--- src/sv/acc8_pkg.sv ---
`timescale 1ns / 1ps

package acc8_pkg;

   typedef enum logic [1:0] {
      FUNC_TICK       = 2'd0,
      FUNC_WRITE      = 2'd1,
      FUNC_LOAD       = 2'd2,
      FUNC_SOFT_RESET = 2'd3
   } func_type;

   typedef enum logic [1:0] {
      PH_FETCH = 2'd0,
      PH_EXEC  = 2'd1,
      PH_HALT  = 2'd2
   } phase_type;

   // top three instruction bits
   localparam logic [2:0] OP_LDA = 3'd0;
   localparam logic [2:0] OP_STA = 3'd1;
   localparam logic [2:0] OP_ADD = 3'd2;
   localparam logic [2:0] OP_SUB = 3'd3;
   localparam logic [2:0] OP_JMP = 3'd4;
   localparam logic [2:0] OP_JOM = 3'd5;
   localparam logic [2:0] OP_JOZ = 3'd6;
   localparam logic [2:0] OP_GRP = 3'd7;

   // low three bits inside the register group
   localparam logic [2:0] GRP_SWAP_B = 3'd0;
   localparam logic [2:0] GRP_SHIFT  = 3'd1;
   localparam logic [2:0] GRP_AND_B  = 3'd2;
   localparam logic [2:0] GRP_DEC    = 3'd3;
   localparam logic [2:0] GRP_NOT    = 3'd4;
   localparam logic [2:0] GRP_NOP    = 3'd5;
   localparam logic [2:0] GRP_SWAP_E = 3'd6;
   localparam logic [2:0] GRP_HALT   = 3'd7;

   localparam logic [5:0] RAM_START_RESET = 6'd16;

   typedef struct packed {
      func_type   func;
      logic [4:0] addr;
      logic [7:0] data;
   } req_type;

   typedef struct packed {
      logic [7:0] acc_value;
      logic [7:0] instr_value;
      logic [4:0] pc_value;
      logic       in_execute;
      logic       is_halted;
   } rsp_type;

   typedef struct packed {
      logic       we;
      logic [4:0] addr;
      logic [7:0] data;
   } store_wr_type;

endpackage

--- src/sv/accumulator_cpu_8bit_step.sv ---
// A word accepted into the input register is processed into the result register once
// the result slot is free; result stalls hold it in the input register.
// Throughput: one word per cycle while results are not stalled; the machine state
// updates at the same edge that loads the result register.
// Reset (synchronous, active high): clears phase, counters, registers and all
// store bytes; ram_start returns to 16.
`timescale 1ns / 1ps

module accumulator_cpu_8bit_step #(
   parameter int PHASE_TICKS = 8,
   parameter int MEM_DEPTH   = 32
) (
   input  logic              clock,
   input  logic              reset,
   input  logic              req_valid,
   output logic              req_stall,
   input  acc8_pkg::req_type req_word,
   output logic              rsp_valid,
   input  logic              rsp_stall,
   output acc8_pkg::rsp_type rsp_word,
   input  logic              csr_wr_en,
   input  logic [5:0]        csr_wr_data
);
   import acc8_pkg::*;

   logic         in_valid_ff, in_valid_in;
   req_type      in_item_ff;
   logic         rsp_valid_ff, rsp_valid_in;
   rsp_type      rsp_ff;
   logic [5:0]   ram_start_ff;
   logic         go;
   logic         req_accept;
   logic [4:0]   rd_addr;
   logic [7:0]   rd_data;
   store_wr_type wr;
   rsp_type      core_rsp;

   // advance when the result slot is free or being drained
   assign go         = in_valid_ff && (!rsp_valid_ff || !rsp_stall);
   assign req_stall  = in_valid_ff && !go;
   assign req_accept = req_valid && !req_stall;

   assign in_valid_in  = req_accept ? 1'b1 : (go ? 1'b0 : in_valid_ff);
   assign rsp_valid_in = go ? 1'b1 : (rsp_stall ? rsp_valid_ff : 1'b0);

   always_ff @(posedge clock) begin
      if (reset) begin
         in_valid_ff  <= 1'b0;
         rsp_valid_ff <= 1'b0;
         ram_start_ff <= RAM_START_RESET;
      end else begin
         in_valid_ff  <= in_valid_in;
         rsp_valid_ff <= rsp_valid_in;
         if (csr_wr_en) begin
            ram_start_ff <= csr_wr_data;
         end
      end
   end

   always_ff @(posedge clock) begin
      if (req_accept) begin
         in_item_ff <= req_word;
      end
      if (go) begin
         rsp_ff <= core_rsp;
      end
   end

   acc8_core #(
      .PHASE_TICKS (PHASE_TICKS),
      .MEM_DEPTH   (MEM_DEPTH)
   ) u_core (
      .clock     (clock),
      .reset     (reset),
      .go        (go),
      .item      (in_item_ff),
      .ram_start (ram_start_ff),
      .rd_data   (rd_data),
      .rd_addr   (rd_addr),
      .wr        (wr),
      .rsp       (core_rsp)
   );

   acc8_store #(
      .MEM_DEPTH (MEM_DEPTH)
   ) u_store (
      .clock   (clock),
      .reset   (reset),
      .wr      (wr),
      .rd_addr (rd_addr),
      .rd_data (rd_data)
   );

   assign rsp_valid = rsp_valid_ff;
   assign rsp_word  = rsp_ff;

   a_go_delivers: assert property (@(posedge clock) disable iff (reset)
      go |=> rsp_valid_ff)
      else $error("processed word produced no result");

   a_held_word: assert property (@(posedge clock) disable iff (reset)
      (in_valid_ff && !go) |=> (in_valid_ff && $stable(in_item_ff)))
      else $error("waiting input word lost or overwritten");

   a_phase_flags: assert property (@(posedge clock) disable iff (reset)
      rsp_valid_ff |-> !(rsp_ff.in_execute && rsp_ff.is_halted))
      else $error("execute and halt flagged together");

endmodule

--- src/sv/acc8_store.sv ---
`timescale 1ns / 1ps

module acc8_store #(
   parameter int MEM_DEPTH = 32
) (
   input  logic                  clock,
   input  logic                  reset,
   input  acc8_pkg::store_wr_type wr,
   input  logic [4:0]            rd_addr,
   output logic [7:0]            rd_data
);
   import acc8_pkg::*;

   localparam int AW = (MEM_DEPTH > 1) ? $clog2(MEM_DEPTH) : 1;

   logic [7:0] mem_ff [MEM_DEPTH];

   always_ff @(posedge clock) begin
      if (reset) begin
         for (int i = 0; i < MEM_DEPTH; i++) begin
            mem_ff[i] <= '0;
         end
      end else if (wr.we) begin
         mem_ff[wr.addr[AW-1:0]] <= wr.data;
      end
   end

   // addresses arrive already reduced below the depth
   assign rd_data = mem_ff[rd_addr[AW-1:0]];

endmodule

--- src/sv/acc8_core.sv ---
`timescale 1ns / 1ps

module acc8_core #(
   parameter int PHASE_TICKS = 8,
   parameter int MEM_DEPTH   = 32
) (
   input  logic                   clock,
   input  logic                   reset,
   input  logic                   go,
   input  acc8_pkg::req_type      item,
   input  logic [5:0]             ram_start,
   input  logic [7:0]             rd_data,
   output logic [4:0]             rd_addr,
   output acc8_pkg::store_wr_type wr,
   output acc8_pkg::rsp_type      rsp
);
   import acc8_pkg::*;

   localparam int TW = $clog2(PHASE_TICKS);

   phase_type   phase_ff, phase_in;
   logic [TW-1:0] tick_ff, tick_in;
   logic [4:0]  pc_ff, pc_in;
   logic [7:0]  instr_ff, instr_in;
   logic [4:0]  mar_ff, mar_in;
   logic [7:0]  acc_ff, acc_in;
   logic [7:0]  reg_b_ff, reg_b_in;
   logic [7:0]  reg_e_ff, reg_e_in;

   logic [4:0]  mod_tbl [32];
   logic [4:0]  op_addr;
   logic [2:0]  op;
   logic [2:0]  grp;
   logic        last_tick;
   logic        is_tick;
   logic        do_fetch;
   logic        do_run;
   logic        halt_instr;

   // operand reduction table, built at elaboration
   for (genvar i = 0; i < 32; i++) begin : g_mod
      assign mod_tbl[i] = 5'(i % MEM_DEPTH);
   end

   assign op         = instr_ff[7:5];
   assign grp        = instr_ff[2:0];
   assign op_addr    = mod_tbl[instr_ff[4:0]];
   assign last_tick  = (tick_ff == TW'(PHASE_TICKS - 1));
   assign is_tick    = go && (item.func == FUNC_TICK);
   assign do_fetch   = is_tick && (phase_ff == PH_FETCH);
   assign do_run     = is_tick && (phase_ff == PH_EXEC) && last_tick;
   assign halt_instr = (op == OP_GRP) && (grp == GRP_HALT);
   assign rd_addr    = do_fetch ? pc_ff : op_addr;

   // phase sequencing
   always_comb begin
      phase_in = phase_ff;
      tick_in  = tick_ff;
      if (go) begin
         case (item.func)
            FUNC_TICK: begin
               unique case (phase_ff)
                  PH_FETCH: begin
                     if (last_tick) begin
                        tick_in  = '0;
                        phase_in = PH_EXEC;
                     end else begin
                        tick_in = tick_ff + 1'b1;
                     end
                  end
                  PH_EXEC: begin
                     if (last_tick) begin
                        tick_in  = '0;
                        phase_in = halt_instr ? PH_HALT : PH_FETCH;
                     end else begin
                        tick_in = tick_ff + 1'b1;
                     end
                  end
                  PH_HALT: ;
                  default: begin
                     phase_in = PH_FETCH;
                     tick_in  = '0;
                  end
               endcase
            end
            FUNC_SOFT_RESET: begin
               phase_in = PH_FETCH;
               tick_in  = '0;
            end
            default: ;
         endcase
      end
   end

   // datapath
   always_comb begin
      pc_in    = pc_ff;
      instr_in = instr_ff;
      mar_in   = mar_ff;
      acc_in   = acc_ff;
      reg_b_in = reg_b_ff;
      reg_e_in = reg_e_ff;
      wr.we    = 1'b0;
      wr.addr  = item.addr;
      wr.data  = item.data;
      if (do_fetch) begin
         mar_in   = pc_ff;
         instr_in = rd_data;
         if (last_tick) begin
            pc_in = (pc_ff == 5'(MEM_DEPTH - 1)) ? '0 : pc_ff + 5'd1;
         end
      end else if (do_run) begin
         mar_in = op_addr;
         unique case (op)
            OP_LDA: acc_in = rd_data;
            OP_STA: begin
               wr.we   = ({1'b0, op_addr} >= ram_start);
               wr.addr = op_addr;
               wr.data = acc_ff;
            end
            OP_ADD: acc_in = acc_ff + rd_data;
            OP_SUB: acc_in = acc_ff - rd_data;
            OP_JMP: pc_in = op_addr;
            OP_JOM: if (acc_ff[7]) pc_in = op_addr;
            OP_JOZ: if (acc_ff == 8'd0) pc_in = op_addr;
            OP_GRP: begin
               unique case (grp)
                  GRP_SWAP_B: begin
                     acc_in   = reg_b_ff;
                     reg_b_in = acc_ff;
                  end
                  GRP_SHIFT:  acc_in = op_addr[4] ? {acc_ff[6:0], 1'b0}
                                                  : {1'b0, acc_ff[7:1]};
                  GRP_AND_B:  acc_in = acc_ff & reg_b_ff;
                  GRP_DEC:    acc_in = acc_ff - 8'd1;
                  GRP_NOT:    acc_in = ~acc_ff;
                  GRP_NOP:    ;
                  GRP_SWAP_E: begin
                     acc_in   = reg_e_ff;
                     reg_e_in = acc_ff;
                  end
                  GRP_HALT:   ;
               endcase
            end
         endcase
      end else if (go) begin
         case (item.func)
            FUNC_WRITE:      wr.we = ({1'b0, item.addr} < 6'(MEM_DEPTH));
            FUNC_LOAD:       acc_in = item.data;
            FUNC_SOFT_RESET: begin
               pc_in    = '0;
               instr_in = '0;
               acc_in   = '0;
            end
            default: ;
         endcase
      end
   end

   always_ff @(posedge clock) begin
      if (reset) begin
         phase_ff <= PH_FETCH;
         tick_ff  <= '0;
         pc_ff    <= '0;
         instr_ff <= '0;
         mar_ff   <= '0;
         acc_ff   <= '0;
         reg_b_ff <= '0;
         reg_e_ff <= '0;
      end else begin
         phase_ff <= phase_in;
         tick_ff  <= tick_in;
         pc_ff    <= pc_in;
         instr_ff <= instr_in;
         mar_ff   <= mar_in;
         acc_ff   <= acc_in;
         reg_b_ff <= reg_b_in;
         reg_e_ff <= reg_e_in;
      end
   end

   assign rsp.acc_value   = acc_in;
   assign rsp.instr_value = instr_in;
   assign rsp.pc_value    = pc_in;
   assign rsp.in_execute  = (phase_in == PH_EXEC);
   assign rsp.is_halted   = (phase_in == PH_HALT);

   a_halt_tick_zero: assert property (@(posedge clock) disable iff (reset)
      (phase_ff == PH_HALT) |-> (tick_ff == '0))
      else $error("tick count not cleared while halted");

   a_halt_frozen: assert property (@(posedge clock) disable iff (reset)
      (phase_ff == PH_HALT && is_tick) |=> ($stable(pc_ff) && $stable(acc_ff)
                                            && phase_ff == PH_HALT))
      else $error("tick changed state while halted");

   a_pc_in_range: assert property (@(posedge clock) disable iff (reset)
      go |-> ({1'b0, pc_in} < 6'(MEM_DEPTH)))
      else $error("program counter left the store");

endmodule
--- config.mk ---
export PLATFORM = sky130hd
export DESIGN_NAME = accumulator_cpu_8bit_step
export DESIGN_NICKNAME = d
export VERILOG_FILES = /design/src/sv/acc8_pkg.sv /design/src/sv/accumulator_cpu_8bit_step.sv /design/src/sv/acc8_store.sv /design/src/sv/acc8_core.sv
export SDC_FILE = /design/constraint.sdc
export NUM_CORES = 1
export LEC_CHECK = 0
export BUFFER_PORTS_ARGS = -buffer_cell sky130_fd_sc_hd__buf_4
export CAP_MARGIN = 25
export CORE_ASPECT_RATIO = 0.8
export CORE_MARGIN = 5
export CORE_UTILIZATION = 62
export CTS_BUF_LIST = sky130_fd_sc_hd__clkbuf_4 sky130_fd_sc_hd__clkbuf_8
export DETAILED_ROUTE_END_ITERATION = 10
export PLACE_DENSITY = 0.81
export SLEW_MARGIN = 10
export SYNTH_ARGS = -nofsm -noshare
export SYNTH_HDL_FRONTEND = slang
export SYNTH_SLANG_ARGS = --single-unit
--- constraint.sdc ---
create_clock -name clock -period 6.1 [get_ports clock]
set_input_delay 1.22 -clock clock [delete_from_list [all_inputs] [get_ports clock]]
set_output_delay 1.22 -clock clock [all_outputs]
set_load 0.05 [all_outputs]
# Word-level counts from Yosys, hierarchy flattened
# Memories as Yosys holds them, arrays and structs flattened.
# Index checks and enable logic that the tools add are counted.
# op_classes
n_addsub,5
n_mul,0
n_div,0
magnitude_cmp,2
n_eq_ne,24
n_shift,0
mux,50
bitwise_logic,4
reduce_logical,25
# op_table
cell,n
$mux W8,9
$mux W5,12
$pmux W8 S6,1
$pmux W8 S4,1
$mux W14,2
$eq A3 B3 Y1 const B,8
$pmux W8 S2,1
$pmux W5 S3,1
$mux W1,13
$mux W13,1
$eq A3 B2 Y1 const B,4
$pmux W3 S2,2
$add A8 B8 Y8,1
$and A8 B8 Y8,1
$eq A2 B2 Y1 const B,4
$logic_and A1 B1 Y1,8
$logic_not A8 Y1,1
$mux W2,4
$not A8 Y8,1
$reduce_and A4 Y1,2
$reduce_or A8 Y1,1
$sub A8 B1 Y8 const B,1
$sub A8 B8 Y8,1
$eq A2 B1 Y1 const B,3
other kinds (20),27
# totals
reg_bits,88
latch_bits,0
ramBits,256
romBits,160
in_bits,26
elab_cells,130
mem_count,2
# memory_table
name,depth,word_bits,read_ports,rd_clocked_by_memory_dff,write_ports,line,text
u_store.mem_ff,32,8,1,0,32,acc8_store.sv:16,logic [7:0] mem_ff [MEM_DEPTH];
(name not given),32,5,1,0,0,acc8_core.sv:47,assign op_addr = mod_tbl[instr_ff[4:0]];

# Depth between registers and ports, before layout
# Gate-level depths: netlist (run 1).
# logic_depth
depth_word,13
mapped_depth,26
ltp_nobuf,23

# By module
# From an unflattened synthesis (run 1), not the netlist that was laid out.
# unflattened
hier_cells,1334
hier_area_um2,17181.5
# modules_own_cells
module,instances,cells_each,area_per_inst_um2,seq_area_each_um2
acc8_store,1,725,11817.6,7687.4
acc8_core,1,541,3922.5,840.8
accumulator_cpu_8bit_step,1,68,1441.4,1301.2

# Least setup slack after synthesis (run 1)
# Ideal clock, no wire load.
# synth_timing
path_type,input port to flip-flop
start,input rsp_stall
end,"register rsp_ff (netlist bit rsp_word[22]), data pin"
setup_ns,0.272
t_arrival_ns,5.316
path_slack_ns,0.512
path_stages,25
path_buffers,3
cell_sequence,a21bo_2 -> buf_6 -> inv_4 -> buf_6 -> nand2_2 -> buf_2 -> a21oi_1 -> o22ai_1 -> o41a_1 -> o2111ai_1 -> o211ai_1 -> ha_1 -> nand2_1 -> o21ai_0 -> inv_1 -> ha_1 -> nor2b_1 -> o21ai_0 -> a21oi_1 -> o41ai_1 -> xnor2_1 -> xor2_1 -> o31ai_1 -> nor4_1 -> nor3_1
# synth_lines
item,line,text
start: declaration,accumulator_cpu_8bit_step.sv:19,"input logic rsp_stall,"
end signal: assignment,accumulator_cpu_8bit_step.sv:65,rsp_ff <= core_rsp;
end: declaration,accumulator_cpu_8bit_step.sv:29,rsp_type rsp_ff;

==> impl_metrics.csv, run 1 <==
group,metric,value,unit
logic_synthesis,syn_inst,1772,
layout,multiInputGateArea,0.00733,mm²
timing,rsz0062_at_grt,"false",
critical_path,cp.arrival,6010,ps
power_and_ir_drop,p_per_area,253,mW/mm²
power_and_ir_drop,ir_worst_vdd,0.227,mV
timing,fin_hold_ws,490,ps
clock_network,clk_pin_slew,70,ps
global_route,grt_pass1_wl,95.8,mm
global_route,grt_max_degree,43,
layout,final_area,0.0201,mm²
logic_synthesis,ys_warn_count,0,
detailed_routing,dr.pass1.iters,8,
logic_synthesis,synth_top_area_share,49.8,%
die,pin_count,51,
detailed_routing,wl,65.5,mm
die,num_rows,55,
die,coreArea,0.0282,mm²
critical_path,crit_path_start_kind,"flip-flop",
global_route,antenna_found_initial,1,
timing,slew_viol_final,0,
logic_synthesis,ys_seq_area_share,55.4,%
logic_synthesis,yosysTopAreaCell,"edfxtp_1",
placement,dp_hpwl,46.6,mm
die,start_util,62.9,%
logic_synthesis,syn_area,0.0177,mm²
logic_synthesis,synth_edf_count,294,
clock_network,cts_buffer_depth,3,
layout,layout_commonest_cell,"nor2_1",
placement,io_buffers,50,
critical_path,required,6450,ps
critical_path,critPathCaptureType,"flip-flop",
flow_run,maxCapViolations,0,
logic_synthesis,ys_top_cells_by_area,"edfxtp_1 50%, nor2_1 7.7%, dfxtp_1 5.6%",
global_route,grt_pass1_vias,14653,
layout,syn2layout_area_growth,13.5,%
critical_path,crit_type,"flip-flop to flip-flop",
clock_network,cts-buffers-inserted,50,
logic_synthesis,synth_cell_type_count,90,
logic_synthesis,syn-mean-instance-area,10.0,µm²
die,die_y,161,µm
worst_hold_path,hold_class,"flip-flop to flip-flop",
status,status,"completed",
detailed_routing,avgViaCountPerCell,6.85,
global_route,grtUsageTotal,40.6,%
clock_network,root_buffer,"clkbuf_8",
critical_path,r2r_setup_slack,430,ps
layout,post-route-util,71.3,%
clock_network,cts_sinks,344,
die,dieWidth,199,µm
critical_path,worstRegToRegCells,25,
layout,layout-drive-gt1-share,16.4,%
layout,regArea,0.00983,mm²
worst_hold_path,min_path_cells,2,
clock_network,cts_tree,"done",
critical_path,cp_max_fo,9,
placement,gp_congestion,1.08,
timing,clock_skew,33.4,ps
layout,layout_common_cells,"364 x nor2_1, 294 x edfxtp_1, 205 x nand2_1",
global_route,grt_remaining_overflow,0,
detailed_routing,dr.first_iter.drc_count,2749,
placement,placed_area,0.0191,mm²
layout,num-nets-final,1914,
timing,fin_crit,5670,ps
timing,setup_viol,0,
timing,clock.fmax,176,MHz
power_and_ir_drop,leakagePower,7.48,nW
timing,tightest_slew,823,ps
logic_synthesis,synthFlopType,"edfxtp_1",
die,die_area,0.0321,mm²
logic_synthesis,synthArstFlopShare,0,%
detailed_routing,post-route-drc-count,0,
timing,tns,0,ps
timing,slew_headroom,43.7,%
layout,antenna_cells,0,
logic_synthesis,ys_ff_latch,344,
power_and_ir_drop,power,5.09,mW
detailed_routing,postRouteAntennaNets,0,
detailed_routing,wl_per_cell,28.8,µm
logic_synthesis,syn_nets,1821,
timing,period_share,92.9,%
detailed_routing,num_vias,15601,
clock_network,clock_latency,610,ps
layout,nFillCells,2022,
timing,final_hold_viol_count,0,
clock_network,ctsHtreeMaxLevel,2,
[synthesized netlist by cell type (18+ instances only)]
cell type	number
mux2i_1	50
dfxtp_1	50
nor2_1	364
nand3_1	31
o22ai_1	33
nand2_1	205
nor3_1	28
and3_1	18
a31oi_1	19
inv_1	25
a22oi_1	18
edfxtp_1	294
a211oi_1	38
clkbuf_1	109
nand2b_1	51
o21ai_0	58
and2_1	22
ha_1	22
a21oi_1	79
[path summary, 6_finish.rpt]
kind | from | to
worst max-delay path | in_item_ff[13]$_DFFE_PP_ | rsp_word[22]$_DFFE_PN_
worst min-delay path | u_core.tick_ff[2]$_SDFFE_PP0P_ | u_core.tick_ff[2]$_SDFFE_PP0P_
worst max register to register | in_item_ff[13]$_DFFE_PP_ | rsp_word[22]$_DFFE_PN_
worst min register to register | u_core.tick_ff[2]$_SDFFE_PP0P_ | u_core.tick_ff[2]$_SDFFE_PP0P_
[power breakdown]
group,switching [mW],internal (mW)
logic,0.342,0.171
registers,0.0674,2.62
clock network,0.921,0.960
total,1.33,3.76
[what timing repair did]
item                       CTS  global route
buffers inserted             0             2
setup endpoints to repair    0             2
resized for setup            0             1
hold buffers                 0             0
[routing by layer]
metal,wire [µm],vias to the layer above,GRT usage [%]
met2,26300,1422,55.3
met4,2600,0,13.4
met3,11800,199,15.1
met5,0,-,0
met1,24800,7342,60.2
li1,-,6638,-
[cells by family after synthesis]
group,count (synthesis),share of synthesized area (%)
compound gates,386,15.2
xor+xnor,12,0.593
fa+ha+maj,23,1.66
buf+inv,162,3.75
flops,344,55.4
mux,61,3.84
simple gates,784,19.6
[area by class of cell]
class | instances | area share (%)
Sequential cell | 344 | 48.8
Clock inverter | 25 | 0.764
Multi-Input combinational cell | 1266 | 36.4
Tap cell | 370 | 2.30
Clock buffer | 69 | 4.25
Inverter | 27 | 0.516
Timing Repair Buffer | 176 | 6.91
[critical path, stage by stage (launching register included)]
cell	delay, ps
edfxtp_1	420
inv_1	100
ha_1	260
or3b_4	510
buf_4	210
o21ai_4	140
nand2_2	190
buf_4	250
nor2_1	270
a32o_1	310
nand3_1	110
o211ai_1	180
ha_1	300
nand2_1	50
o21ai_0	100
inv_1	70
ha_1	210
nor2b_1	120
o21ai_0	230
a21oi_1	140
o41ai_1	340
xnor2_1	180
xor2_1	250
o31ai_1	90
nor4_1	280
nor3_1	90
[registers in the layout, summed over array words and instances, names as in the netlist]
name / cells
u_core.acc_ff: 8
in_item_ff: 15
rsp_valid: 1
ram_start_ff: 6
u_core.phase_ff: 2
u_core.pc_ff: 5
in_valid_ff: 1
rsp_word: 23
u_core.tick_ff: 3
u_store.mem_ff: 256
u_core.reg_b_ff: 8
u_core.instr_ff: 8
u_core.reg_e_ff: 8
[per-stage QoR]
step                      cells  worst slack [ps]
final                      2277               432
after global routing       2277              82.2
after CTS                  2274               356
after detailed placement   2180              75.2
after global placement     2179               102
after floorplan            1772               512
Note: power is estimated with default switching activity, not from simulation.
==> run 2, diff against run 1 <==
Settings changed: BUFFER_PORTS_ARGS -buffer_cell sky130_fd_sc_hd__buf_4 to unset, CORE_MARGIN 5 to 4, DONT_BUFFER_PORTS set to 1, PLACE_DENSITY 0.81 to 0.8.
==> run 2 against run 1 <==
  * Hold slack got worse by 7.2 ps
  * Via count decreased by 0.12%
  * Final cell count decreased by 2.8%
  * Clock skew increased by 3.9 ps
  * Critical path type unchanged
  * Largest power group unchanged
  * Utilization decreased by 1.3 points
==> impl_metrics.csv, run 2 (synthesized netlist as in run 1, its figures left out) <==
group,metric,value,unit
placement,dpl_worst_slack,167,ps
power_and_ir_drop,ir_worst_vdd,0.234,mV
detailed_routing,dr.pass1.iters,6,
global_route,grt_pass1_wl,95.5,mm
clock_network,cts_tree,"done",
timing,rsz0062_at_grt,"false",
timing,fin_hold_ws,483,ps
power_and_ir_drop,p_per_area,264,mW/mm²
die,pin_count,51,
timing,clock.fmax,175,MHz
global_route,grt_pass1_vias,14436,
critical_path,cp.arrival,6050,ps
layout,top_register,"u_store.mem_ff",
timing,setup_viol,0,
timing,clock_skew,37.3,ps
layout,layout_commonest_cell,"nor2_1",
critical_path,r2r-end,"rsp_word[22]$_DFFE_PN_",
detailed_routing,wl_per_cell,29.4,µm
layout,nFillCells,2095,
clock_network,ctsHtreeMaxLevel,2,
critical_path,crit_type,"flip-flop to flip-flop",
critical_path,path_delay_family,"compound AO/OA/AOI/OAI gates",
die,die_y,159,µm
die,num_rows,55,
placement,io_buffers,0,
timing,final_hold_viol_count,0,
worst_hold_path,min_path_cells,2,
clock_network,cts-buffers-inserted,53,
flow_run,maxCapViolations,0,
clock_network,cts_buffer_depth,3,
timing,slew_headroom,33.7,%
layout,layout-drive-gt1-share,13.6,%
layout,largest_register_ffs,256,
timing,period_share,93.6,%
critical_path,cp_max_fo,12,
clock_network,clock_latency,620,ps
timing,tns,0,ps
detailed_routing,avgViaCountPerCell,7.04,
critical_path,crit_path_top_delay_cell,"or3b_4",
critical_path,critPathCaptureType,"flip-flop",
status,status,"completed",
global_route,grt_remaining_overflow,0,
layout,layout_common_cells,"364 x nor2_1, 294 x edfxtp_1, 205 x nand2_1",
layout,syn2layout_area_growth,11.4,%
clock_network,cts_sinks,344,
worst_hold_path,hold_end,"u_core.tick_ff[2]$_SDFFE_PP0P_",
critical_path,worstRegToRegCells,25,
critical_path,crit_path_start_kind,"flip-flop",
die,dieWidth,197,µm
global_route,antenna_found_initial,0,
die,start_util,62.9,%
timing,fin_ws,393,ps
placement,dp_hpwl,45.1,mm
layout,num-nets-final,1850,
placement,placed_area,0.0186,mm²
clock_network,clk_pin_slew,60,ps
layout,final_area,0.0198,mm²
detailed_routing,post-route-drc-count,0,
critical_path,r2r_setup_slack,390,ps
critical_path,timing.rr.start,"in_item_ff[13]$_DFFE_PP_",
timing,tightest_slew,988,ps
critical_path,critPathMostFrequentCell,"ha_1",
global_route,grtUsageTotal,40.9,%
die,coreArea,0.0282,mm²
detailed_routing,postRouteAntennaNets,0,
detailed_routing,dr.first_iter.drc_count,2811,
global_route,grt_max_degree,52,
critical_path,path_buf_inv,4,
timing,slew_viol_final,0,
critical_path,cp_slowest_stage_delay,520,ps
critical_path,required,6440,ps
timing,fin_crit,5710,ps
layout,post-route-util,70.1,%
detailed_routing,wl,65.0,mm
worst_hold_path,min_from,"u_core.tick_ff[2]$_SDFFE_PP0P_",
power_and_ir_drop,leakagePower,7.24,nW
die,die_area,0.0314,mm²
worst_hold_path,hold_class,"flip-flop to flip-flop",
placement,gp_congestion,1.04,
detailed_routing,num_vias,15582,
clock_network,root_buffer,"clkbuf_8",
run 2: cell type report:
type | count | area, µm² | share of cell area, %
Sequential cell | 344 | 9830 | 49.7
Multi-Input combinational cell | 1266 | 7350 | 37.2
Timing Repair Buffer | 109 | 917 | 4.64
Clock buffer | 72 | 885 | 4.48
Tap cell | 370 | 463 | 2.34
Clock inverter | 24 | 210 | 1.06
Inverter | 27 | 104 | 0.525
Antenna cell | 2 | 5.00 | 0.0253
run 2: repair_timing:
action                     4_1_cts  5_1_grt
hold buffers                     0        0
resized for setup                0        6
buffers inserted                 0        0
setup endpoints to repair        0        2
run 2: how the worst max path moves through the flow:
stage / slack [ps] / startpoint / cells past startpoint / end
2_1_floorplan: 510 / rsp_stall / 25 / rsp_word[22]$_DFFE_PN_
3_3_place_gp: 220 / rsp_stall / 23 / rsp_word[22]$_DFFE_PN_
3_5_place_dp: 170 / rsp_stall / 19 / rsp_word[22]$_DFFE_PN_
4_1_cts: 140 / in_item_ff[13]$_DFFE_PP_ / 25 / rsp_word[22]$_DFFE_PN_
5_1_grt: 50 / in_item_ff[13]$_DFFE_PP_ / 25 / rsp_word[22]$_DFFE_PN_
6_report: 390 / in_item_ff[13]$_DFFE_PP_ / 25 / rsp_word[22]$_DFFE_PN_
run 2: metal layers:
layer / part of all wire (%) / GRT usage [%] / vias up
met5: 0 / 0 / -
met4: 3.8 / 11.9 / 0
met3: 18 / 14.2 / 213
met2: 40 / 55.1 / 1490
met1: 39 / 62.9 / 7372
li1: - / - / 6507
run 2: report_power, final:
group	switching [mW]	internal, mW
clock network	0.934	1.11
registers	0.0851	2.63
logic	0.313	0.146
run 2: worst min-delay path: cells and delay by family, from the launching register on:
family	cells	cell delay (ps)
AOI/OAI and AO/OA	1	60
DFF	1	310
and+or+nand+nor	1	70
run 2: metrics by stage:
step | std cells | total power [mW]
floorplan | 1772 | 3.00
global placement | 2115 | 3.19
detailed placement | 2115 | 3.19
CTS | 2211 | 5.18
global route | 2212 | 5.35
finish | 2214 | 5.21
